===== config.mk =====
export PLATFORM = sky130hd
export DESIGN_NAME = terminal_line_editor
export DESIGN_NICKNAME = d
export VERILOG_FILES = /design/src/tle_pkg.sv /design/src/tle_front.sv /design/src/tle_queue.sv /design/src/tle_back.sv /design/src/terminal_line_editor.sv
export SDC_FILE = /design/constraint.sdc
export NUM_CORES = 1
export LEC_CHECK = 0
export ABC_CLOCK_PERIOD_IN_PS = 4050
export BUFFER_PORTS_ARGS = -buffer_cell sky130_fd_sc_hd__buf_2
export CAP_MARGIN = 10
export CORE_MARGIN = 4
export CORE_UTILIZATION = 35
export CTS_CLUSTER_DIAMETER = 50
export DETAILED_ROUTE_END_ITERATION = 7
export PLACE_DENSITY = 0.61
export SLEW_MARGIN = 20
export SYNTH_ARGS = -nofsm -noshare
export SYNTH_HDL_FRONTEND = slang
export SYNTH_SLANG_ARGS = --single-unit

===== constraint.sdc =====
create_clock -name clk -period 4.05 [get_ports clk]
set_input_delay 0.405 -clock clk [delete_from_list [all_inputs] [get_ports clk]]
set_output_delay 0.405 -clock clk [all_outputs]
set_load 0.05 [all_outputs]

===== src/tle_pkg.sv =====
// ----------------------------------------------------------------------------
// tle_pkg: shared types and constants of the terminal line editor
// Line size, command codes, terminal byte codes and the decimal digit helpers.
// ----------------------------------------------------------------------------
package tle_pkg;

  localparam int LINE_WIDTH  = 40;
  localparam int LEN_W       = $clog2(LINE_WIDTH + 1);
  localparam int ADDR_W      = $clog2(LINE_WIDTH);
  localparam int QUEUE_DEPTH = 2;
  localparam int SEQ_BYTES   = 8;
  localparam int SEQ_CNT_W   = $clog2(SEQ_BYTES + 1);

  // Terminal byte codes
  localparam logic [7:0] CH_BEL   = 8'h07;
  localparam logic [7:0] CH_LF    = 8'h0A;
  localparam logic [7:0] CH_CR    = 8'h0D;
  localparam logic [7:0] CH_ESC   = 8'h1B;
  localparam logic [7:0] CH_SPACE = 8'h20;
  localparam logic [7:0] CH_ZERO  = 8'h30;
  localparam logic [7:0] CH_TWO   = 8'h32;
  localparam logic [7:0] CH_LBRK  = 8'h5B;
  localparam logic [7:0] CH_UP_D  = 8'h44;
  localparam logic [7:0] CH_UP_K  = 8'h4B;
  localparam logic [7:0] CH_TILDE = 8'h7E;

  // Configuration register indexes
  typedef enum logic [1:0] {
    REG_ERASE  = 2'd0,
    REG_KILL   = 2'd1,
    REG_WERASE = 2'd2,
    REG_EOF    = 2'd3
  } cfg_reg_t;

  typedef struct packed {
    logic [7:0] erase_char;
    logic [7:0] kill_char;
    logic [7:0] word_erase_char;
    logic [7:0] eof_char;
  } cfg_t;

  typedef enum logic [2:0] {
    CMD_PRINT,
    CMD_ERASE,
    CMD_KILL,
    CMD_WERASE,
    CMD_EOF,
    CMD_BELL
  } cmd_kind_t;

  typedef struct packed {
    cmd_kind_t  kind;
    logic [7:0] data;
  } cmd_t;

  typedef enum logic [1:0] {
    B_IDLE,
    B_SCAN,
    B_FORM,
    B_EMIT
  } back_state_t;

  // Tens digit of a count below 100.
  function automatic logic [3:0] tens_of(input logic [LEN_W-1:0] n);
    logic [3:0] t;
    t = 4'd0;
    for (int k = 1; k <= 9; k++) begin
      if (int'(n) >= 10 * k) t = 4'(k);
    end
    return t;
  endfunction

  // Ones digit of a count below 100.
  function automatic logic [3:0] ones_of(input logic [LEN_W-1:0] n);
    logic [LEN_W-1:0] r;
    r = n - LEN_W'(int'(tens_of(n)) * 10);
    return r[3:0];
  endfunction

endpackage


===== src/tle_front.sv =====
// ----------------------------------------------------------------------------
// tle_front: input stage of the terminal line editor
// Accepts typed bytes, classifies them against the control codes, and holds
// the classified item until the command queue takes it.
// ----------------------------------------------------------------------------
module tle_front (
  input  logic          clk,
  input  logic          rst,
  input  logic          in_valid,
  output logic          in_ready,
  input  logic [7:0]    in_byte,
  input  tle_pkg::cfg_t cfg,
  output logic          push_valid,
  output tle_pkg::cmd_t push_cmd,
  input  logic          push_ready
);
  import tle_pkg::*;

  logic      hold_valid;
  cmd_t      hold_cmd;
  cmd_t      cmd_next;
  logic      accept;

  // Printable bytes always append; control codes match in register order.
  always_comb begin
    cmd_next.data = in_byte;
    priority if (in_byte >= CH_SPACE && in_byte <= CH_TILDE) begin
      cmd_next.kind = CMD_PRINT;
    end else if (in_byte == cfg.erase_char) begin
      cmd_next.kind = CMD_ERASE;
    end else if (in_byte == cfg.kill_char) begin
      cmd_next.kind = CMD_KILL;
    end else if (in_byte == cfg.word_erase_char) begin
      cmd_next.kind = CMD_WERASE;
    end else if (in_byte == cfg.eof_char) begin
      cmd_next.kind = CMD_EOF;
    end else begin
      cmd_next.kind = CMD_BELL;
    end
  end

  assign in_ready   = !hold_valid || push_ready;
  assign accept     = in_valid && in_ready;
  assign push_valid = hold_valid;
  assign push_cmd   = hold_cmd;

  always_ff @(posedge clk) begin
    if (rst) begin
      hold_valid <= 1'b0;
    end else if (accept) begin
      hold_valid <= 1'b1;
    end else if (push_ready) begin
      hold_valid <= 1'b0;
    end
  end

  always_ff @(posedge clk) begin
    if (accept) begin
      hold_cmd <= cmd_next;
    end
  end

endmodule


===== src/tle_queue.sv =====
// ----------------------------------------------------------------------------
// tle_queue: command queue of the terminal line editor
// Short FIFO between the classifier and the line engine.
// ----------------------------------------------------------------------------
module tle_queue (
  input  logic          clk,
  input  logic          rst,
  input  logic          push_valid,
  output logic          push_ready,
  input  tle_pkg::cmd_t push_cmd,
  output logic          pop_valid,
  input  logic          pop_ready,
  output tle_pkg::cmd_t pop_cmd
);
  import tle_pkg::*;

  localparam int PTR_W = (QUEUE_DEPTH > 1) ? $clog2(QUEUE_DEPTH) : 1;
  localparam int CNT_W = $clog2(QUEUE_DEPTH + 1);

  cmd_t             slots [QUEUE_DEPTH];
  logic [PTR_W-1:0] wr_ptr;
  logic [PTR_W-1:0] rd_ptr;
  logic [CNT_W-1:0] count;
  logic             do_push;
  logic             do_pop;

  assign push_ready = (count != CNT_W'(QUEUE_DEPTH));
  assign pop_valid  = (count != '0);
  assign pop_cmd    = slots[rd_ptr];
  assign do_push    = push_valid && push_ready;
  assign do_pop     = pop_valid && pop_ready;

  function automatic logic [PTR_W-1:0] bump(input logic [PTR_W-1:0] p);
    return (p == PTR_W'(QUEUE_DEPTH - 1)) ? '0 : p + 1'b1;
  endfunction

  always_ff @(posedge clk) begin
    if (rst) begin
      wr_ptr <= '0;
      rd_ptr <= '0;
      count  <= '0;
    end else begin
      if (do_push) wr_ptr <= bump(wr_ptr);
      if (do_pop)  rd_ptr <= bump(rd_ptr);
      if (do_push && !do_pop) begin
        count <= count + 1'b1;
      end else if (do_pop && !do_push) begin
        count <= count - 1'b1;
      end
    end
  end

  always_ff @(posedge clk) begin
    if (do_push) begin
      slots[wr_ptr] <= push_cmd;
    end
  end

endmodule


===== src/tle_back.sv =====
// ----------------------------------------------------------------------------
// tle_back: line engine of the terminal line editor
// Owns the line store, carries out each command, scans for the last word
// start and streams the echo bytes through a one-entry output register.
// ----------------------------------------------------------------------------
module tle_back (
  input  logic          clk,
  input  logic          rst,
  input  logic          pop_valid,
  output logic          pop_ready,
  input  tle_pkg::cmd_t pop_cmd,
  output logic          out_valid,
  input  logic          out_ready,
  output logic [7:0]    out_byte,
  output logic          has_byte,
  output logic          last,
  output logic          session_end
);
  import tle_pkg::*;

  localparam int SEQ_W = SEQ_BYTES * 8;

  back_state_t      state;
  back_state_t      state_next;
  logic [LEN_W-1:0] line_len;
  logic             ended;

  logic [7:0]       line_store [LINE_WIDTH];
  logic [7:0]       rd_data;
  logic [ADDR_W-1:0] rd_idx;
  logic             rd_pend;
  logic [LEN_W-1:0] scan_idx;
  logic [7:0]       prev_ch;
  logic [LEN_W-1:0] start;
  logic [LEN_W-1:0] wn;

  logic [SEQ_W-1:0]     seq;
  logic [SEQ_CNT_W-1:0] seq_cnt;
  logic                 seq_end;

  logic pop_fire;
  logic scan_issue;
  logic scan_done;
  logic slot_free;
  logic emit_fire;
  logic line_full;
  logic store_we;
  logic [ADDR_W-1:0] store_waddr;
  logic [3:0] tens_d;
  logic [3:0] ones_d;

  assign line_full = (line_len >= LEN_W'(LINE_WIDTH));
  assign slot_free = !out_valid || out_ready;
  assign tens_d    = tens_of(wn);
  assign ones_d    = ones_of(wn);

  // Control outputs of the sequencer
  always_comb begin
    pop_ready   = (state == B_IDLE);
    pop_fire    = pop_valid && (state == B_IDLE);
    scan_issue  = (state == B_SCAN) && (scan_idx < line_len);
    scan_done   = (state == B_SCAN) && (scan_idx == line_len) && !rd_pend;
    emit_fire   = (state == B_EMIT) && slot_free;
    store_we    = pop_fire && !ended && (pop_cmd.kind == CMD_PRINT);
    store_waddr = line_full ? '0 : line_len[ADDR_W-1:0];
  end

  // Next state
  always_comb begin
    state_next = state;
    unique case (state)
      B_IDLE: begin
        if (pop_valid && !ended) begin
          if (pop_cmd.kind == CMD_WERASE && line_len != '0) begin
            state_next = B_SCAN;
          end else begin
            state_next = B_EMIT;
          end
        end
      end
      B_SCAN: begin
        if (scan_done) state_next = B_FORM;
      end
      B_FORM: begin
        state_next = B_EMIT;
      end
      B_EMIT: begin
        if (slot_free && seq_cnt <= SEQ_CNT_W'(1)) state_next = B_IDLE;
      end
      default: begin
        state_next = B_IDLE;
      end
    endcase
  end

  // Line store: one write port, one registered read port
  always_ff @(posedge clk) begin
    if (store_we) begin
      line_store[store_waddr] <= pop_cmd.data;
    end
    rd_data <= line_store[scan_idx[ADDR_W-1:0]];
  end

  // Control registers
  always_ff @(posedge clk) begin
    if (rst) begin
      state     <= B_IDLE;
      line_len  <= '0;
      ended     <= 1'b0;
      rd_pend   <= 1'b0;
      out_valid <= 1'b0;
      seq_cnt   <= '0;
    end else begin
      state   <= state_next;
      rd_pend <= scan_issue;

      if (emit_fire) begin
        out_valid <= 1'b1;
      end else if (out_ready) begin
        out_valid <= 1'b0;
      end

      if (pop_fire && !ended) begin
        unique case (pop_cmd.kind)
          CMD_PRINT: begin
            line_len <= line_full ? LEN_W'(1) : line_len + 1'b1;
            seq_cnt  <= line_full ? SEQ_CNT_W'(2) : SEQ_CNT_W'(1);
          end
          CMD_ERASE: begin
            if (line_len != '0) begin
              line_len <= line_len - 1'b1;
              seq_cnt  <= SEQ_CNT_W'(6);
            end else begin
              seq_cnt  <= '0;
            end
          end
          CMD_KILL: begin
            line_len <= '0;
            seq_cnt  <= SEQ_CNT_W'(5);
          end
          CMD_WERASE: begin
            seq_cnt <= '0;
          end
          CMD_EOF: begin
            if (line_len == '0) ended <= 1'b1;
            seq_cnt <= '0;
          end
          CMD_BELL: begin
            seq_cnt <= SEQ_CNT_W'(1);
          end
          default: begin
            seq_cnt <= '0;
          end
        endcase
      end else if (scan_done) begin
        line_len <= start;
      end else if (state == B_FORM) begin
        seq_cnt <= (tens_d != 4'd0) ? SEQ_CNT_W'(8) : SEQ_CNT_W'(7);
      end else if (emit_fire && seq_cnt != '0) begin
        seq_cnt <= seq_cnt - 1'b1;
      end
    end
  end

  // Payload registers
  always_ff @(posedge clk) begin
    if (pop_fire && !ended) begin
      seq_end  <= (pop_cmd.kind == CMD_EOF) && (line_len == '0);
      prev_ch  <= CH_SPACE;
      start    <= '0;
      scan_idx <= '0;
      unique case (pop_cmd.kind)
        CMD_PRINT: begin
          seq <= line_full ? SEQ_W'({pop_cmd.data, CH_LF}) : SEQ_W'(pop_cmd.data);
        end
        CMD_ERASE: begin
          seq <= SEQ_W'({CH_UP_K, CH_LBRK, CH_ESC, CH_UP_D, CH_LBRK, CH_ESC});
        end
        CMD_KILL: begin
          seq <= SEQ_W'({CH_CR, CH_UP_K, CH_TWO, CH_LBRK, CH_ESC});
        end
        CMD_BELL: begin
          seq <= SEQ_W'(CH_BEL);
        end
        default: begin
          seq <= '0;
        end
      endcase
    end else begin
      if (scan_issue) scan_idx <= scan_idx + 1'b1;
      rd_idx <= scan_idx[ADDR_W-1:0];
      // A word starts at a non-space right after a space or the line start
      if (rd_pend) begin
        if (rd_data != CH_SPACE && prev_ch == CH_SPACE) begin
          start <= LEN_W'(rd_idx);
        end
        prev_ch <= rd_data;
      end
      if (scan_done) wn <= line_len - start;
      if (state == B_FORM) begin
        if (tens_d != 4'd0) begin
          seq <= SEQ_W'({CH_UP_K, CH_LBRK, CH_ESC, CH_UP_D,
                         CH_ZERO | {4'h0, ones_d}, CH_ZERO | {4'h0, tens_d},
                         CH_LBRK, CH_ESC});
        end else begin
          seq <= SEQ_W'({CH_UP_K, CH_LBRK, CH_ESC, CH_UP_D,
                         CH_ZERO | {4'h0, ones_d}, CH_LBRK, CH_ESC});
        end
      end else if (emit_fire) begin
        seq <= seq >> 8;
      end
    end

    // Load the output register; an empty sequence yields one empty result
    if (emit_fire) begin
      out_byte    <= (seq_cnt != '0) ? seq[7:0] : 8'h00;
      has_byte    <= (seq_cnt != '0);
      last        <= (seq_cnt <= SEQ_CNT_W'(1));
      session_end <= (seq_cnt == '0) && seq_end;
    end
  end

endmodule


===== src/terminal_line_editor.sv =====
// ----------------------------------------------------------------------------
// terminal_line_editor: keyboard line editor with terminal echo
// Top level: configuration registers, classifier, command queue, line engine.
// ----------------------------------------------------------------------------
// Usage:
//   Typed bytes enter on in_valid/in_ready/in_byte. Each item produces one
//   or more results on out_valid/out_ready with out_byte, has_byte, last and
//   session_end; last marks the final result of an item. After an EOF on an
//   empty line, every later item is taken and dropped with no result.
//   The classifier holds one item and the queue two more, so input keeps
//   flowing while the line engine works or the receiver stalls.
//   The line engine picks up an item and then sends its results, one to
//   eight, in order; it takes no new item until the last result of the
//   current one is loaded. Word erase first scans the line store through
//   its single read port, then forms the count.
//   A stalled receiver holds the output register and the engine waits.
//   Reset empties the line, clears the session end flag and loads the
//   default control codes; the line store needs no clearing.
//   Control codes are to be written over the APB port only while idle;
//   the user is bound by this and the block itself does not enforce it.
// ----------------------------------------------------------------------------
module terminal_line_editor (
  input  logic        clk,
  input  logic        rst,
  // APB configuration port
  input  logic        psel,
  input  logic        penable,
  input  logic        pwrite,
  input  logic [3:0]  paddr,
  input  logic [31:0] pwdata,
  output logic [31:0] prdata,
  output logic        pready,
  // Input channel
  input  logic        in_valid,
  output logic        in_ready,
  input  logic [7:0]  in_byte,
  // Output channel
  output logic        out_valid,
  input  logic        out_ready,
  output logic [7:0]  out_byte,
  output logic        has_byte,
  output logic        last,
  output logic        session_end
);
  import tle_pkg::*;

  cfg_t     cfg;
  cfg_reg_t reg_sel;
  logic     cfg_we;

  logic push_valid;
  logic push_ready;
  cmd_t push_cmd;
  logic pop_valid;
  logic pop_ready;
  cmd_t pop_cmd;

  // Word addressing: register index sits above the byte offset
  assign reg_sel = cfg_reg_t'(paddr[3:2]);
  assign pready  = 1'b1;
  assign cfg_we  = psel && penable && pwrite && pready;

  always_ff @(posedge clk) begin
    if (rst) begin
      cfg.erase_char      <= 8'd127;
      cfg.kill_char       <= 8'd21;
      cfg.word_erase_char <= 8'd23;
      cfg.eof_char        <= 8'd4;
    end else if (cfg_we) begin
      unique case (reg_sel)
        REG_ERASE:  cfg.erase_char      <= pwdata[7:0];
        REG_KILL:   cfg.kill_char       <= pwdata[7:0];
        REG_WERASE: cfg.word_erase_char <= pwdata[7:0];
        REG_EOF:    cfg.eof_char        <= pwdata[7:0];
        default: ;
      endcase
    end
  end

  // Read back the selected control code
  always_comb begin
    unique case (reg_sel)
      REG_ERASE:  prdata = {24'h0, cfg.erase_char};
      REG_KILL:   prdata = {24'h0, cfg.kill_char};
      REG_WERASE: prdata = {24'h0, cfg.word_erase_char};
      REG_EOF:    prdata = {24'h0, cfg.eof_char};
      default:    prdata = 32'h0;
    endcase
  end

  // Classify incoming bytes
  tle_front u_front (
    .clk        (clk),
    .rst        (rst),
    .in_valid   (in_valid),
    .in_ready   (in_ready),
    .in_byte    (in_byte),
    .cfg        (cfg),
    .push_valid (push_valid),
    .push_cmd   (push_cmd),
    .push_ready (push_ready)
  );

  // Decouple classification from line editing
  tle_queue u_queue (
    .clk        (clk),
    .rst        (rst),
    .push_valid (push_valid),
    .push_ready (push_ready),
    .push_cmd   (push_cmd),
    .pop_valid  (pop_valid),
    .pop_ready  (pop_ready),
    .pop_cmd    (pop_cmd)
  );

  // Edit the line and stream the echo
  tle_back u_back (
    .clk         (clk),
    .rst         (rst),
    .pop_valid   (pop_valid),
    .pop_ready   (pop_ready),
    .pop_cmd     (pop_cmd),
    .out_valid   (out_valid),
    .out_ready   (out_ready),
    .out_byte    (out_byte),
    .has_byte    (has_byte),
    .last        (last),
    .session_end (session_end)
  );

endmodule


== After elaboration in Yosys (flattened, before gate mapping) ==
Memory sizes are Yosys's and may differ from the RTL's. A register that Yosys moved wholly into a read port is not among the register bits.
Cells that the tools add are included.

* Bits in registers: 171
* Bits in latches: 0
* RAM bits: 342
* Memory bits (read-only): 0
* Bits of input ports: 51
* Output and inout bits: 46
* Word-level logic and storage cells: 185
* Memories: 2

{| class="wikitable"
|+ Memories
! name !! depth !! bits a word !! read ports !! clocked after Yosys merged registers in !! wr ports !! RTL line !! text
|-
| u_back.line_store || 40 || 8 || 1 || 1 || 1 || tle_back.sv:28 || <nowiki>logic [7:0] line_store [LINE_WIDTH];</nowiki>
|-
| u_queue.slots || 2 || 11 || 1 || 1 || 1 || tle_queue.sv:20 || <nowiki>cmd_t slots [QUEUE_DEPTH];</nowiki>
|}

* $add $sub $neg: 10
* Multiply operators: 1
* Div/mod/pow operators: 0
* Order comparisons: 11
* Eq/ne operators: 25
* Shift operators: 0
* Multiplexer cells: 50
* Bitwise logic cells: 1
* Reduce and logical (&&, ||, !) cells: 56

{| class="wikitable"
|+ Operator list
! operator !! count
|-
| case mux 64 bit (4 select lines) || 1
|-
| two-way mux 64 bit || 3
|-
| case mux 32 bit (4 select lines) || 1
|-
| two-way mux 63 bit || 1
|-
| two-way mux 4 bit || 10
|-
| == test 8 bit || 4
|-
| two-way mux 6 bit || 5
|-
| greater-or-equal comparator 6 bit, second input constant || 4
|-
| logical AND 1 bit || 21
|-
| two-way mux 2 bit || 9
|-
| case mux 6 bit (3 select lines) || 1
|-
| two-way mux 16 bit || 1
|-
| case mux 4 bit (4 select lines) || 1
|-
| two-way mux 1 bit || 15
|-
| AND reduction 2 bit || 7
|-
| adder 6 x 1 -> 6 bit, second input constant || 2
|-
| greater-or-equal comparator 6 x 5 -> 1 bit, second input constant || 2
|-
| nonzero test 2 bit || 5
|-
| AND reduction 3 bit || 3
|-
| == test 2 bit, second input constant || 4
|-
| == test 8 x 6 -> 1 bit, second input constant || 1
|-
| greater-or-equal comparator 8 x 6 -> 1 bit, second input constant || 1
|-
| less-or-equal comparator 8 x 7 -> 1 bit, second input constant || 1
|-
| != test 8 x 6 -> 1 bit, second input constant || 1
|-
| 34 further kinds || 50
|}

== Logic depth before layout (Yosys ltp) ==
* Depth after elaboration: 12
* Gate-level depth with buffers: 11
* Mapped depth without buffers: 10

== By module ==
From an unflattened synthesis, not the netlist that was laid out.

* Cell total of the unflattened synthesis: 1385
* Area, all modules: 21167.8 µm²

{| class="wikitable"
|+ Modules (own cells, without submodules)
! module !! times used !! cells an instance !! area each (µm²) !! sequential area each (µm²)
|-
| tle_back || 1 || 1089 || 17561.8 || 12271.8
|-
| terminal_line_editor || 1 || 161 || 1736.7 || 640.6
|-
| tle_queue || 1 || 58 || 1012.2 || 760.7
|-
| tle_front || 1 || 77 || 857.1 || 350.3
|}

== Least setup slack after synthesis ==
Ideal clock, no wire load.

* Kind: register to register
* From: memory u_queue.slots[0][8] (netlist name)
* To: memory u_back.line_store[18][0] (enable)
* Setup time: 0.383 ns
* Arrival time: 2.339 ns
* Required time: 3.667 ns
* Slack: 1.327 ns
* Stages on the path, launching flop included: 6
* Buffers on the path: 0
* Period minus slack after synthesis: 2.723 ns
* Cells stage by stage: edfxtp_1 -> or3_1 -> a2111oi_4 -> and2_4 -> nand3_4 -> nor3_1

{| class="wikitable"
|+ RTL lines
! element !! RTL line
|-
| start: declaration || tle_queue.sv:20
|-
| end: declaration || tle_back.sv:28
|}

==> impl_metrics.tcl <==
set metrics [dict create \
    endpoint_kind "flip-flop" \
    p_leak_nw 8.061 \
    area_growth_pct 14.25 \
    die_w_um 253.3 \
    rsz0062_at_grt "no" \
    wirelength_mm 48.64 \
    period_minus_slack_ns 2.991 \
    clock-sinks 494 \
    worstPathRequired_ns 4.29 \
    internal_power_mw 10.70 \
    synth_warnings 0 \
    synth.most_common_cell "edfxtp_1" \
    cap_violations 0 \
    crit_fanout 18 \
    crit_path_max_incr_delay_ns 0.60 \
    synth_cell_type_count 69 \
    switchingPower_mw 4.904 \
    clk_pin_slew_ns 0.06 \
    htreeDepth 2 \
    hold_start "in_valid" \
    slew-limit-headroom_pct 29.74 \
    via_per_inst 5.234 \
    grt_max_degree 43 \
    ff2ff_path_depth 6 \
    r2r_setup_slack_ns 1.06 \
    diodes 0 \
    worstSetupStartpointType "flip-flop" \
    async_reset_ff_share_pct 0 \
    ir_drop_mv 0.3136 \
    synthCells 1430 \
    hold_viol 0 \
    clk_latency_ns 0.61 \
    synth_top_area_cell "edfxtp_1" \
    yosys-top-cells-area "edfxtp_1 59%, dfxtp_1 7.7%, mux2i_1 6.3%" \
    skew_ns 0.02892 \
    synth_edf_count 413 \
    p_per_area_nw_per_um2 648.5 \
    die-area_um2 64140 \
    drc_errors 0 \
    cts_tree "built" \
    post_cts_buffers 0 \
    overflow 0 \
    tightest_slew_ns 1.048 \
    holdCritPathClass "primary input to flip-flop" \
    track_usage_pct 15.02 \
    cp.arrival_ns 3.23 \
    first_pass_iters 5 \
    drive_gt1_share_pct 17.94 \
    ys_ff_latch 494 \
    cts_buffers 53 \
    pin_count 97 \
    synthesis.area_um2 21050 \
    holdBufCountCts 0 \
    avgRoutedWirePerCell_um 20.89 \
    p_clk_share_pct 31.5 \
    fin_crit_sh_pct 73.85 \
    ant_nets 0 \
    cts_buffer_depth 3 \
    fmax_mhz 334.4 \
    setup_tns_ns 0 \
    yosysTopAreaCellShare_pct 58.91 \
    vias 12190 \
    setup_violations 0 \
    die_h_um 253.3 \
    hold-path-cell-count 3 \
    coreArea_um2 59240 \
    cts.repair.resized 0 \
    synth_flop_cell "edfxtp_1" \
    slowest_stage "nor2_1" \
    holdWs_ns 0.04260 \
    antenna_found_initial 1 \
    gp_routability_congestion 0.8696 \
    yosysSeqAreaShare_pct 66.61 \
    layout.nets 1586 \
    dp_hpwl_mm 31.20 \
    synth.avg_cell_area_um2 14.72 \
    grt_pass1_vias 12150 \
    drtIter0Drc 928 \
    netSwitchingFraction_pct 31.44 \
    slew_viol_final 0 \
    crit_type "flip-flop to flip-flop" \
    r2r-end "u_back.line_store[1][4]" \
    outcome "completed" \
    synth_common_cells "413 x edfxtp_1, 134 x nor2_1, 132 x mux2i_1, 81 x dfxtp_1, 74 x nand2_1" \
    fp-row-count 89 \
    power_frac_comb_pct 24.7 \
    pwr-share-seq_pct 43.9 \
    hold-path-endpoint "u_front.push_valid" \
    grt_pass1_wl_mm 74.26 \
    initial_core_util_pct 35.54 \
    worstPathCellList "buf_4 > or3_1 > a2111oi_4 > and2_4 > nand2_1 > nor2_1" \
    cts-root-buf "clkbuf_16" \
    port_buffers 45 \
]
-- worst max-delay path by stage --
stage	depth (start not counted)	to	from	slack [ns]
after global routing	6	u_back.line_store[28][4]	flip-flop	0.93
after global placement	6	u_back.line_store[28][1]	flip-flop	1.08
final	6	u_back.line_store[1][4]	flip-flop	1.06
after CTS	6	u_back.line_store[1][6]	flip-flop	1.05
after floorplan	5	u_back.line_store[18][0]	u_queue.slots[0][8]	1.33
after detailed placement	6	u_back.line_store[11][6]	flip-flop	1.07
-- per-layer routing --
layer	GRT usage (%)	share of wire, %	vias up
li1	-	-	5570
met1	20.87	44	6170
met2	24.90	48	369
met3	2.188	5.5	76
met4	4.019	2.2	0
met5	0	0	-
-- registers in the layout, summed over array words and instances, names as in the netlist, 2 cells and up, named ones only --
name	cells
u_back.state	2
u_back.prev_ch	8
u_back.out_byte	8
u_back.wn	6
u_back.seq_cnt	4
u_queue.slots	22
u_front.push_cmd	11
cfg	32
u_back.line_len	6
u_back.scan_idx	6
u_back.line_store	320
u_back.seq	36
u_queue.count	2
u_back.rd_data	8
u_back.rd_idx	6
u_back.start	6
-- metrics by stage --
stage	power, mW	cells	instance area [um^2]	setup WS (ns)	util (%)
2_1_floorplan	9.608	1453	21140	1.327	-
3_3_place_gp	10.71	2229	22250	1.079	37.56
3_5_place_dp	10.79	2229	22250	1.075	37.56
4_1_cts	15.72	2328	24050	1.052	40.60
5_1_grt	16.32	2328	24050	0.9287	40.60
6_report	15.60	2328	24050	1.059	40.60
-- power by group through the flow --
stage / Sequential [mW] / Clock, mW / Combinational, mW
after floorplan: 6.69 / 0 / 2.92
after global placement: 6.93 / 0 / 3.78
after detailed placement: 6.95 / 0 / 3.84
after CTS: 6.85 / 5.01 / 3.86
after global routing: 6.91 / 5.22 / 4.19
final: 6.84 / 4.91 / 3.85
-- kinds of logic after synthesis --
kind of cell               share of synthesized area (%)
muxes                                              12.96
other                                            0.03567
and+or+nand+nor                                    7.625
DFF                                                66.61
xor gates and xnor gates                           2.080
AOI/OAI and AO/OA                                  5.907
buffers and inverters                              3.286
adders and majority gates                          1.498
-- final cells by class --
cell class	count	area, um^2
repair buffers	103	660.6
fillers	5432	35190
well taps	773	967.2
multi-input cells	815	6425
inverters	44	165.2
clock buffers	68	1486
flip-flops and latches	494	14030
clock inverters	31	317.8
-- critical path, delay by kind of cell, from the launching register on --
| family | cells | cell delay [ns] |
|---|---|---|
| simple gates | 4 | 1.53 |
| buf+inv | 1 | 0.24 |
| compound gates | 1 | 0.49 |
| flops | 1 | 0.37 |
-- cells in the final DEF, fill, tap and decap left out, types with 13 or more instances in the layout --
master,synthesis,routed
xnor2_1,19,19
nor2_1,134,134
nand3_1,19,19
xor2_1,31,31
mux2i_1,132,132
buf_2,19,45
nor4_1,18,18
buf_4,34,58
conb_1,2,25
o22ai_1,23,23
dfxtp_1,81,78
edfxtp_1,413,413
clkbuf_16,0,56
nand2_1,74,74
ha_1,22,22
mux2_2,13,13
o21ai_0,40,40
mux4_2,56,56
inv_1,41,39
a21oi_1,27,27
nor3_1,18,18
Note: power is estimated with default switching activity, not from simulation.
